===== src/rtl/core/bco_pkg.sv =====
// ----------------------------------------------------------------------------
// Balance controller package
// Widths, limits and register indexes shared by the balance controller.
// ----------------------------------------------------------------------------
package bco_pkg;

    localparam int unsigned ACC_W  = 56;   // product accumulator width
    localparam int unsigned DIV_W  = 42;   // dividend and quotient width
    localparam int unsigned DEN_W  = 21;   // divisor width

    localparam logic [16:0] ENGAGE_WINDOW = 17'd1280;  // 5 degrees in Q8.8
    localparam logic [16:0] DROP_WINDOW   = 17'd3840;  // 15 degrees in Q8.8
    localparam logic [16:0] ODO_MIN_US    = 17'd100;
    localparam logic [DEN_W-1:0] US_PER_SECOND = 21'd1000000;
    localparam logic [DIV_W-1:0] HALF_SECOND   = 42'd500000;
    localparam logic [23:0] SETTLE_MAX    = 24'hFFFFFF;

    localparam logic [3:0] REG_TARGET     = 4'd0;
    localparam logic [3:0] REG_ANGLE_GAIN = 4'd1;
    localparam logic [3:0] REG_RATE_GAIN  = 4'd2;
    localparam logic [3:0] REG_POS_GAIN   = 4'd3;
    localparam logic [3:0] REG_SPEED_GAIN = 4'd4;
    localparam logic [3:0] REG_FAST_BW    = 4'd5;
    localparam logic [3:0] REG_SLOW_BW    = 4'd6;
    localparam logic [3:0] REG_SETTLE     = 4'd7;

    typedef logic signed [ACC_W-1:0] t_acc;

endpackage


===== src/rtl/core/balance_controller_with_odometry.sv =====
// ----------------------------------------------------------------------------
// Balance controller with odometry
// State-feedback balance controller with speed filters and position estimate.
// ----------------------------------------------------------------------------
// One beat in gives one beat out. Each tick is worked through by a single
// shift-and-add multiplier, one multiplier bit per cycle, and a restoring
// divider, one quotient bit per cycle. An engaged tick runs the four command
// terms through the multiplier; a tick that advances the odometry adds two
// filter steps and a position step, each a multiply and then a divide. Input
// is taken only while the sequencer is idle; the result sits in an output
// register, so the next tick may be accepted while a finished result still
// waits downstream. Configuration writes are always taken and should only be
// issued while no tick is in flight.
// ----------------------------------------------------------------------------
module balance_controller_with_odometry
    import bco_pkg::*;
(
    input  logic               i_clk,
    input  logic               i_rst_n,
    input  logic               i_cfg_valid,
    output logic               o_cfg_ready,
    input  logic [3:0]         i_cfg_index,
    input  logic [23:0]        i_cfg_data,
    input  logic               i_in_valid,
    output logic               o_in_ready,
    input  logic signed [15:0] i_tilt_angle,
    input  logic signed [15:0] i_tilt_rate,
    input  logic [15:0]        i_elapsed_us,
    output logic               o_out_valid,
    input  logic               i_out_ready,
    output logic signed [15:0] o_speed_command,
    output logic               o_engaged,
    output logic signed [31:0] o_position_out,
    output logic signed [15:0] o_slow_speed_out
);

    localparam logic [3:0] S_IDLE = 4'd0;
    localparam logic [3:0] S_MUL  = 4'd1;
    localparam logic [3:0] S_CMD  = 4'd2;
    localparam logic [3:0] S_ODO  = 4'd3;
    localparam logic [3:0] S_FSET = 4'd4;
    localparam logic [3:0] S_DSET = 4'd5;
    localparam logic [3:0] S_DIV  = 4'd6;
    localparam logic [3:0] S_UPD  = 4'd7;
    localparam logic [3:0] S_PSET = 4'd8;
    localparam logic [3:0] S_OUT  = 4'd9;

    localparam logic [1:0] PH_TERM = 2'd0;
    localparam logic [1:0] PH_FILT = 2'd1;
    localparam logic [1:0] PH_POS  = 2'd2;

    localparam logic [5:0] MUL_LAST = 6'd16;
    localparam logic [5:0] DIV_LAST = 6'(DIV_W - 1);

    // Configuration registers.
    logic signed [15:0] r_target, r_angle_gain, r_rate_gain, r_pos_gain, r_speed_gain;
    logic [19:0]        r_fast_bw, r_slow_bw;
    logic [23:0]        r_settle_time;

    // Controller state.
    logic               r_engaged;
    logic [23:0]        r_settle_cnt;
    logic [16:0]        r_odo_acc;
    logic signed [15:0] r_fast, r_slow;
    logic signed [31:0] r_pos;

    // Sequencer and serial units.
    logic [3:0]         r_state;
    logic [1:0]         r_phase;
    logic [1:0]         r_term;
    logic               r_sel;
    logic [5:0]         r_cnt;
    t_acc               r_macc, r_mcand;
    logic [16:0]        r_mplier;
    logic               r_mtop_neg;
    logic               r_neg;
    logic [DIV_W-1:0]   r_dnd;
    logic [DEN_W-1:0]   r_rem, r_den;
    logic signed [15:0] r_rate, r_cmd;
    logic               r_odo_go;
    logic [16:0]        r_dt;

    logic               r_out_valid;
    logic signed [15:0] r_out_cmd, r_out_slow;
    logic               r_out_eng;
    logic signed [31:0] r_out_pos;

    // Accept-time decisions.
    logic               w_accept;
    logic signed [16:0] w_err;
    logic [16:0]        w_aerr;
    logic               w_in_win, w_in_drop;
    logic [24:0]        w_settle_sum;
    logic [23:0]        w_settle_sat;
    logic               w_eng_now, w_active;
    logic [16:0]        w_odo_sum;

    assign w_accept     = i_in_valid && o_in_ready;
    assign w_err        = 17'(r_target) - 17'(i_tilt_angle);
    assign w_aerr       = w_err[16] ? 17'(-w_err) : 17'(w_err);
    assign w_in_win     = w_aerr <= ENGAGE_WINDOW;
    assign w_in_drop    = w_aerr <= DROP_WINDOW;
    assign w_settle_sum = {1'b0, r_settle_cnt} + {9'd0, i_elapsed_us};
    assign w_settle_sat = w_settle_sum[24] ? SETTLE_MAX : w_settle_sum[23:0];
    assign w_eng_now    = r_engaged || (w_in_win && (w_settle_sat > r_settle_time));
    assign w_active     = w_eng_now && w_in_drop;
    assign w_odo_sum    = r_odo_acc + {1'b0, i_elapsed_us};

    // Operands of the next command term.
    logic [1:0]         w_nterm;
    logic signed [32:0] w_negpos;
    logic signed [32:0] w_perr;
    t_acc               w_tm_mcand;
    logic [16:0]        w_tm_gain;

    assign w_nterm  = r_term + 2'd1;
    assign w_negpos = -33'(r_pos);

    always_comb begin
        if (w_negpos > 33'sd16777216) begin
            w_perr = 33'sd16777216;
        end else if (w_negpos < -33'sd16777216) begin
            w_perr = -33'sd16777216;
        end else begin
            w_perr = w_negpos;
        end
        unique case (w_nterm)
            2'd1: begin
                w_tm_mcand = -(ACC_W'(r_rate) <<< 16);
                w_tm_gain  = 17'(r_rate_gain);
            end
            2'd2: begin
                w_tm_mcand = ACC_W'(w_perr);
                w_tm_gain  = 17'(r_pos_gain);
            end
            2'd3: begin
                w_tm_mcand = -(ACC_W'(r_slow) <<< 10);
                w_tm_gain  = 17'(r_speed_gain);
            end
            default: begin
                w_tm_mcand = '0;
                w_tm_gain  = '0;
            end
        endcase
    end

    // Rounding and clamping of the command sum.
    t_acc               w_rnd;
    logic signed [15:0] w_cmd_clamped;

    assign w_rnd = (r_macc + t_acc'(64'sd2097152)) >>> 22;

    always_comb begin
        if (w_rnd > t_acc'(64'sd16384)) begin
            w_cmd_clamped = 16'sd16384;
        end else if (w_rnd < t_acc'(-64'sd16384)) begin
            w_cmd_clamped = -16'sd16384;
        end else begin
            w_cmd_clamped = w_rnd[15:0];
        end
    end

    // Filter operands.
    logic signed [15:0] w_fsel;
    logic signed [17:0] w_diff;
    logic [DEN_W-1:0]   w_fden;

    assign w_fsel = r_sel ? r_slow : r_fast;
    assign w_diff = 18'(r_cmd) - 18'(w_fsel);
    assign w_fden = DEN_W'(r_sel ? r_slow_bw : r_fast_bw) + DEN_W'(r_dt);

    // Divider step.
    logic [DEN_W:0] w_rs;
    logic           w_ge;

    assign w_rs = {r_rem, r_dnd[DIV_W-1]};
    assign w_ge = w_rs >= {1'b0, r_den};

    // Result updates.
    logic signed [18:0] w_fq, w_fnew;
    logic signed [24:0] w_pq;
    logic signed [33:0] w_pnew;
    logic signed [31:0] w_psat;

    assign w_fq   = r_neg ? -19'(r_dnd[17:0]) : 19'(r_dnd[17:0]);
    assign w_fnew = 19'(w_fsel) + w_fq;
    assign w_pq   = r_neg ? -25'(r_dnd[23:0]) : 25'(r_dnd[23:0]);
    assign w_pnew = 34'(r_pos) + 34'(w_pq);

    always_comb begin
        if (w_pnew > 34'sd2147483647) begin
            w_psat = 32'sh7FFFFFFF;
        end else if (w_pnew < -34'sd2147483648) begin
            w_psat = 32'sh80000000;
        end else begin
            w_psat = w_pnew[31:0];
        end
    end

    assign o_cfg_ready = 1'b1;
    assign o_in_ready  = (r_state == S_IDLE);

    always_ff @(posedge i_clk) begin
        if (!i_rst_n) begin
            r_target      <= 16'sd640;
            r_angle_gain  <= 16'sd819;
            r_rate_gain   <= 16'sd0;
            r_pos_gain    <= -16'sd1024;
            r_speed_gain  <= -16'sd8192;
            r_fast_bw     <= 20'd50000;
            r_slow_bw     <= 20'd250000;
            r_settle_time <= 24'd1000;
        end else if (i_cfg_valid) begin
            unique case (i_cfg_index)
                REG_TARGET:     r_target      <= i_cfg_data[15:0];
                REG_ANGLE_GAIN: r_angle_gain  <= i_cfg_data[15:0];
                REG_RATE_GAIN:  r_rate_gain   <= i_cfg_data[15:0];
                REG_POS_GAIN:   r_pos_gain    <= i_cfg_data[15:0];
                REG_SPEED_GAIN: r_speed_gain  <= i_cfg_data[15:0];
                REG_FAST_BW:    r_fast_bw     <= i_cfg_data[19:0];
                REG_SLOW_BW:    r_slow_bw     <= i_cfg_data[19:0];
                REG_SETTLE:     r_settle_time <= i_cfg_data;
                default: ;
            endcase
        end
    end

    always_ff @(posedge i_clk) begin
        if (!i_rst_n) begin
            r_state      <= S_IDLE;
            r_engaged    <= 1'b0;
            r_settle_cnt <= '0;
            r_odo_acc    <= '0;
            r_fast       <= '0;
            r_slow       <= '0;
            r_pos        <= '0;
            r_out_valid  <= 1'b0;
        end else begin
            // A finished tick loads the output register once it is free.
            if (r_state == S_OUT && (!r_out_valid || i_out_ready)) begin
                r_out_valid <= 1'b1;
            end else if (r_out_valid && i_out_ready) begin
                r_out_valid <= 1'b0;
            end
            unique case (r_state)
                S_IDLE: begin
                    if (w_accept) begin
                        // The settle timer only runs while disengaged inside the window.
                        if (!r_engaged && w_in_win && !(w_settle_sat > r_settle_time)) begin
                            r_settle_cnt <= w_settle_sat;
                        end else begin
                            r_settle_cnt <= '0;
                        end
                        r_engaged <= w_active;
                        r_rate    <= i_tilt_rate;
                        if (w_odo_sum >= ODO_MIN_US) begin
                            r_odo_go  <= 1'b1;
                            r_dt      <= w_odo_sum;
                            r_odo_acc <= '0;
                        end else begin
                            r_odo_go  <= 1'b0;
                            r_dt      <= w_odo_sum;
                            r_odo_acc <= w_odo_sum;
                        end
                        if (w_active) begin
                            r_phase    <= PH_TERM;
                            r_term     <= 2'd0;
                            r_cnt      <= '0;
                            r_macc     <= '0;
                            r_mcand    <= ACC_W'(w_err) <<< 16;
                            r_mplier   <= 17'(r_angle_gain);
                            r_mtop_neg <= 1'b1;
                            r_state    <= S_MUL;
                        end else begin
                            // A tick that is not active (disengaged or dropping out) clears every estimate.
                            r_cmd   <= '0;
                            r_fast  <= '0;
                            r_slow  <= '0;
                            r_pos   <= '0;
                            r_state <= S_ODO;
                        end
                    end
                end
                S_MUL: begin
                    if (r_mplier[0]) begin
                        if (r_cnt == MUL_LAST && r_mtop_neg) begin
                            r_macc <= r_macc - r_mcand;
                        end else begin
                            r_macc <= r_macc + r_mcand;
                        end
                    end
                    if (r_cnt == MUL_LAST) begin
                        r_cnt <= '0;
                        if (r_phase != PH_TERM) begin
                            r_state <= S_DSET;
                        end else if (r_term == 2'd3) begin
                            r_state <= S_CMD;
                        end else begin
                            r_term   <= w_nterm;
                            r_mcand  <= w_tm_mcand;
                            r_mplier <= w_tm_gain;
                        end
                    end else begin
                        r_mcand  <= r_mcand <<< 1;
                        r_mplier <= r_mplier >> 1;
                        r_cnt    <= r_cnt + 6'd1;
                    end
                end
                S_CMD: begin
                    r_cmd   <= w_cmd_clamped;
                    r_state <= S_ODO;
                end
                S_ODO: begin
                    r_sel   <= 1'b0;
                    r_state <= r_odo_go ? S_FSET : S_OUT;
                end
                S_FSET: begin
                    r_phase    <= PH_FILT;
                    r_neg      <= w_diff[17];
                    r_mcand    <= w_diff[17] ? ACC_W'(-w_diff) : ACC_W'(w_diff);
                    r_mplier   <= r_dt;
                    r_mtop_neg <= 1'b0;
                    r_macc     <= '0;
                    r_cnt      <= '0;
                    r_den      <= w_fden;
                    r_state    <= S_MUL;
                end
                S_PSET: begin
                    r_phase    <= PH_POS;
                    r_neg      <= r_fast[15];
                    r_mcand    <= (r_fast[15] ? ACC_W'(-17'(r_fast)) : ACC_W'(r_fast)) <<< 10;
                    r_mplier   <= r_dt;
                    r_mtop_neg <= 1'b0;
                    r_macc     <= '0;
                    r_cnt      <= '0;
                    r_den      <= US_PER_SECOND;
                    r_state    <= S_MUL;
                end
                S_DSET: begin
                    // Adding half the divisor gives round to nearest on the magnitude.
                    if (r_phase == PH_POS) begin
                        r_dnd <= r_macc[DIV_W-1:0] + HALF_SECOND;
                    end else begin
                        r_dnd <= r_macc[DIV_W-1:0] + DIV_W'(r_den >> 1);
                    end
                    r_rem   <= '0;
                    r_cnt   <= '0;
                    r_state <= S_DIV;
                end
                S_DIV: begin
                    r_rem <= w_ge ? DEN_W'(w_rs - {1'b0, r_den}) : w_rs[DEN_W-1:0];
                    r_dnd <= {r_dnd[DIV_W-2:0], w_ge};
                    r_cnt <= r_cnt + 6'd1;
                    if (r_cnt == DIV_LAST) begin
                        r_state <= S_UPD;
                    end
                end
                S_UPD: begin
                    if (r_phase == PH_POS) begin
                        r_pos   <= w_psat;
                        r_state <= S_OUT;
                    end else if (!r_sel) begin
                        r_fast  <= w_fnew[15:0];
                        r_sel   <= 1'b1;
                        r_state <= S_FSET;
                    end else begin
                        r_slow  <= w_fnew[15:0];
                        r_state <= S_PSET;
                    end
                end
                S_OUT: begin
                    if (!r_out_valid || i_out_ready) begin
                        r_out_cmd   <= r_cmd;
                        r_out_eng   <= r_engaged;
                        r_out_pos   <= r_pos;
                        r_out_slow  <= r_slow;
                        r_state     <= S_IDLE;
                    end
                end
                default: r_state <= S_IDLE;
            endcase
        end
    end

    assign o_out_valid      = r_out_valid;
    assign o_speed_command  = r_out_cmd;
    assign o_engaged        = r_out_eng;
    assign o_position_out   = r_out_pos;
    assign o_slow_speed_out = r_out_slow;

endmodule

===== config.mk =====
export PLATFORM = sky130hd
export DESIGN_NAME = balance_controller_with_odometry
export DESIGN_NICKNAME = d
export VERILOG_FILES = /design/src/rtl/core/bco_pkg.sv /design/src/rtl/core/balance_controller_with_odometry.sv
export SDC_FILE = /design/constraint.sdc
export NUM_CORES = 2
export LEC_CHECK = 0
export BUFFER_PORTS_ARGS = -buffer_cell sky130_fd_sc_hd__buf_2
export CAP_MARGIN = 20
export CORE_ASPECT_RATIO = 1.1
export CORE_MARGIN = 5
export CORE_UTILIZATION = 50
export DETAILED_ROUTE_END_ITERATION = 8
export GPL_ROUTABILITY_DRIVEN = 0
export MAX_ROUTING_LAYER = met4
export PLACE_DENSITY = 0.67
export SYNTH_ARGS = -nofsm -noshare
export SYNTH_HDL_FRONTEND = slang
export SYNTH_SLANG_ARGS = --single-unit

===== constraint.sdc =====
create_clock -name i_clk -period 22.9 [get_ports i_clk]
set_input_delay 1.145 -clock i_clk [delete_from_list [all_inputs] [get_ports i_clk]]
set_output_delay 1.145 -clock i_clk [all_outputs]
set_load 0.005 [all_outputs]

## Yosys cells after proc, flatten, opt, wreduce, memory -nomap -nowiden

Cells that the tools add are included.

| storage, ports and cells | value |
|---|---|
| bits in registers | 596 |
| input port bits | 81 |
| output and inout port bits | 68 |
| word-level logic and storage cells | 249 |

| cells by class | value |
|---|---|
| add/subtract/negate cells | 23 |
| order comparisons | 11 |
| equality and inequality tests | 39 |
| multiplexer cells | 84 |
| reductions and logical operators | 56 |

Operators by type and width:

| kind | number |
|---|---|
| $mux W56 | 10 |
| $pmux W56 S3 | 2 |
| $pmux W56 S4 | 1 |
| $mux W16 | 10 |
| $mux W32 | 5 |
| $mux W17 | 7 |
| $pmux W17 S3 | 2 |
| $pmux W16 S2 | 3 |
| $pmux W21 S2 | 2 |
| $pmux W42 S2 | 1 |
| $mux W33 | 2 |
| $pmux W32 S2 | 1 |
| $add A56 B23 Y56 const B | 1 |
| $add A56 B56 Y56 | 1 |
| $neg A17 Y56 | 1 |
| $neg A26 Y56 | 1 |
| $neg A32 Y56 | 1 |
| $sub A56 B56 Y56 | 1 |
| $mux W24 | 2 |
| $mux W46 | 1 |
| $neg A16 Y46 | 1 |
| $add A42 B19 Y42 const B | 1 |
| $add A42 B20 Y42 | 1 |
| $mux W42 | 1 |
| 62 further kinds | 154 |

## Depth between registers and ports, before layout

| depth | value |
|---|---|
| depth in word-level cells | 10 |
| gate-level depth with buffers | 25 |
| gate-level depth less buffers | 25 |

## Worst setup path after synthesis

OpenSTA, ideal clock, no wires.

| path | value |
|---|---|
| kind | input to register |
| start point | input port i_elapsed_us[0] |
| end point | register r_macc[0] (enable) |
| setup time | 0.570 ns |
| arrival time | 10.204 ns |
| data required time | 22.330 ns |
| setup slack | 12.126 ns |
| stages | 24 |
| buffers on the path | 1 |
| path through | ha_1 fa_1 a21oi_1 o21ai_0 a21oi_1 o21ai_0 a41oi_1 a211o_1 a21boi_0 o2111ai_1 clkbuf_1 nand2_1 ha_1 a21o_1 a21o_1 a21o_1 a21oi_1 nor2b_1 o211ai_1 a211o_1 a31oi_1 or4b_1 o32a_1 a311oi_1 |

| between the ends | value |
|---|---|
| longest elaborated chain between the ends | 8 |

Ends and longest elaborated chain:

| what | line | RTL |
|---|---|---|
| start: declaration | balance_controller_with_odometry.sv:28 | `input logic [15:0] i_elapsed_us,` |
| $add A24 B16 Y25 | balance_controller_with_odometry.sv:103 | `assign w_settle_sum = {1'b0, r_settle_cnt} + {9'd0, i_elapsed_us};` |
| $mux W24 | balance_controller_with_odometry.sv:104 | `assign w_settle_sat = w_settle_sum[24] ? SETTLE_MAX : w_settle_sum[23:0];` |
| $gt A24 B24 Y1 | balance_controller_with_odometry.sv:105 | `assign w_eng_now = r_engaged \|\| (w_in_win && (w_settle_sat > r_settle_time));` |
| $logic_and A1 B1 Y1 | balance_controller_with_odometry.sv:105 |  |
| $logic_or A1 B1 Y1 | balance_controller_with_odometry.sv:105 |  |
| $logic_and A1 B1 Y1 | balance_controller_with_odometry.sv:106 | `assign w_active = w_eng_now && w_in_drop;` |
| $ne A2 B1 Y1 (no source line) | -- |  |
| $reduce_and A5 Y1 (no source line) | -- |  |
| end signal: assignment | balance_controller_with_odometry.sv:287 | `r_macc <= r_macc - r_mcand;` |
| end signal: assignment | balance_controller_with_odometry.sv:289 | `r_macc <= r_macc + r_mcand;` |
| end: declaration | balance_controller_with_odometry.sv:73 | `t_acc r_macc, r_mcand;` |

No other way between the ends.
A chain may end at the register's enable or synchronous reset.

## Worst setup path after layout

| path | value |
|---|---|
| start point | input port i_elapsed_us[0] |
| end point | register r_macc[53] (enable) |

Same word-level chain as after synthesis.

==> out/metrics.yaml <==
whs_ns: 0.455
p_per_area_nw_per_um2: 93.6
max_stage_delay_ns: 0.64
layout-drive-gt1-share_pct: 8.60
place_inst: 5712
finalNonFillerCells: 5844
vias_per_cell: 6.18
outcome: "finished, final reports clean"
placed_area_um2: 42700
cts_made_buffers: 68
wl_met2_mm: 60.6
required_ns: 23.13
timing.rr.end: "r_macc[53]"
relSlewSlack_pct: 18.7
timing.final.max_slew_violations: 0
ys.warnings.count: 0
ys.flop_type: "edfxtp_1"
drc_errors: 0
r2r_cells: 24
crit_buf_inv: 3
drt-initial-drc-count: 3594
dp_slack_ns: 14.42
start_util_pct: 50.3
worstSetupEndpointType: "register"
grt_pass1_wl_mm: 198
ctsHoldBuffers: 0
io_pins: 149
io_buffer_count: 147
area_delta_synth_final_pct: 9.88
maxCapViolCount: 0
min_from: "r_slow_bw[8]"
antenna_found_initial: 1
routed_wl_mm: 132
routedWlPerCell_um: 22.5
drt_pass1_iterations: 8
synth_fp_nets: 5041
vias: 36100
critPathKind: "primary input to register"
holdPathStages: 2
finalSetupTns_ns: 0
async_flop_share_pct: 0
hpwl_mm: 99.9
grt_pass1_vias: 33500
nNetsFinal: 5084
final-hold-violation-count: 0
tritoncts: "yes"
cts_resized: 0
overflow: 0
fin_crit_sh_pct: 34.7
synth_edf_count: 341
antenna_left: 0
rsz0062_at_grt: "no"
worstHoldPathType: "register to register"
rrSetupSlack_ns: 15.26
min_to: "r_slow_bw[8]"
htreeDepth: 3
crit_fanout: 56
fillCellCount: 7489
ir_drop_uv: 63.4
clk_latency_ns: 0.62
cts_root_buf: "clkbuf_16"
cts_buffer_depth: 3
postSynthAreaPerCell_um2: 8.77
die_x_um: 283
cts_setup_buffers: 0
setup_slack_ns: 14.96
syn_area_um2: 41000
final_area_um2: 45100
power.total_mw: 4.22
fmax_ghz: 0.126
cts.sinks: 596
die-area_um2: 87900
p_leak_nw: 17.9
ys_seq_area_share_pct: 37.4
setup-violations-final: 0
track_usage_pct: 29.5
slowest_stage: "buf_4"
highest_layer: "met4"
tightest_slew_ns: 1.22
fp.dieH_um: 310
clkTransAtPathRegs_ns: 0.06
startpoint_type: "primary input"
num_rows: 110
wl_met3_mm: 9.55
grt_max_degree: 85
wl_met1_mm: 54.0
postSynthCellCount: 4680
ys_types: 105
fin_crit_ns: 7.94
cp.arrival_ns: 8.17
fp.coreArea_um2: 81600
r2r_start: "r_settle_cnt[0]"
clock_skew_ns: 0.0212
synth.ff_latch_count: 596
cp_top_family: "compound AO/OA/AOI/OAI gates"
utilization_pct: 55.2
worst reg2reg max path, stage by stage, from the launching register on:
cell and delay, ns:
dfxtp_1 0.34, ha_1 0.21, fa_1 0.22, a21oi_1 0.07, o21ai_0 0.27, a21oi_1 0.13
o21ai_0 0.28, a41oi_1 0.23, a211o_1 0.32, a21boi_0 0.48, o21ai_0 0.32, or3_1 0.39
mux2_2 0.30, ha_1 0.29, nand4_1 0.14, nor4_1 0.42, nand3_1 0.15, a21oi_1 0.13
a2111oi_0 0.08, a31oi_1 0.27, buf_4 0.19, or4b_1 0.49, o32a_1 0.52, a311oi_4 0.28
buf_4 0.64
flip-flops by register name, summed over array words and instances (netlist names), 17 cells and up:
name and count:
r_pos 32, r_dnd 42, r_mplier 17, r_mcand 56, r_settle_time 24, r_odo_acc 17, r_settle_cnt 24, r_dt 17
r_den 21, r_fast_bw 20, r_rem 21, o_position_out 32, r_slow_bw 20, r_macc 56
report_power, final:
group          total [mW]  switching [mW]  internal (mW)
Sequential           1.50           0.168           1.33
Combinational        1.58           0.973          0.603
Clock                1.15           0.473          0.677
cell families (layout without fill, tap and decap cells):
kind of cell	after synthesis	count (layout)	synth area share, %
AO/OA/AOI/OAI	1241	1241	20.2
XOR/XNOR	371	371	7.92
adder cells (fa/ha/maj)	294	294	9.06
buffers and inverters	457	556	4.24
flip-flops	596	596	37.4
multiplexers	90	90	2.25
other	1	2	0.00914
AND/OR/NAND/NOR	1630	1630	18.9
routing by layer:
layer,global-route usage [%],up-vias
met3,3.88,304
met4,14.5,0
met1,37.3,17200
li1,-,17200
met2,47.1,1389
met5,-,-
synthesized netlist by cell type, types with 44 or more instances:
library cell    n  area, µm²
nand2_1       583       2190
a21oi_1       377       1890
nor2_1        344       1290
edfxtp_1      341      10200
ha_1          270       3380
dfxtp_1       255       5100
xnor2_1       249       2180
inv_1         233        875
o21ai_0       231       1160
clkbuf_1      200        751
nand3_1       145        726
nor3_1        122        611
xor2_1        122       1070
a21o_1         96        721
mux2i_1        73        731
or3_1          55        344
and3_1         52        325
nor2b_1        47        294
nand4_1        46        288
o211ai_1       45        338
a31oi_1        44        275
cell usage in the layout, fill, tap and decap left out, drive strengths merged, types with 20 or more instances in the layout:
cell,instances
nand2,583
a21oi,378
nor2,344
edfxtp,341
ha,270
dfxtp,255
xnor2,249
inv,244
o21ai,237
buf,193
nand3,145
nor3,124
xor2,122
a21o,96
clkbuf,96
mux2i,73
or3,55
and3,52
nor2b,47
nand4,47
o211ai,46
a31oi,46
nand2b,42
o21a,42
o31ai,39
nor4,38
and2,33
a221o,30
a211oi,26
or2,25
or4,25
a22o,23
o2111ai,23
o21bai,22
a222oi,20
cell type report:
| cell class | count | area [µm²] | share of cell area [%] |
|---|---|---|---|
| flip-flops and latches | 596 | 15300 | 34.0 |
| clock inverters | 30 | 357 | 0.791 |
| clock buffers | 96 | 1970 | 4.37 |
| inverters | 236 | 888 | 1.97 |
| well taps | 1064 | 1330 | 2.95 |
| diodes | 1 | 2.50 | 0.00555 |
| repair buffers | 194 | 1130 | 2.50 |
| multi-input cells | 3627 | 24100 | 53.4 |
worst max path at each step:
stage	start	end	slack (ns)	depth (start not counted)
after detailed placement	i_elapsed_us[0]	r_macc[39]	14.42	25
after global routing	i_elapsed_us[0]	r_macc[10]	14.44	25
after global placement	i_elapsed_us[0]	r_macc[53]	14.54	25
after floorplan	i_elapsed_us[0]	r_macc[0]	12.13	24
final	i_elapsed_us[0]	r_macc[53]	14.96	25
after CTS	i_elapsed_us[0]	r_macc[10]	15.05	25
Note: power is estimated with default switching activity, not from simulation.
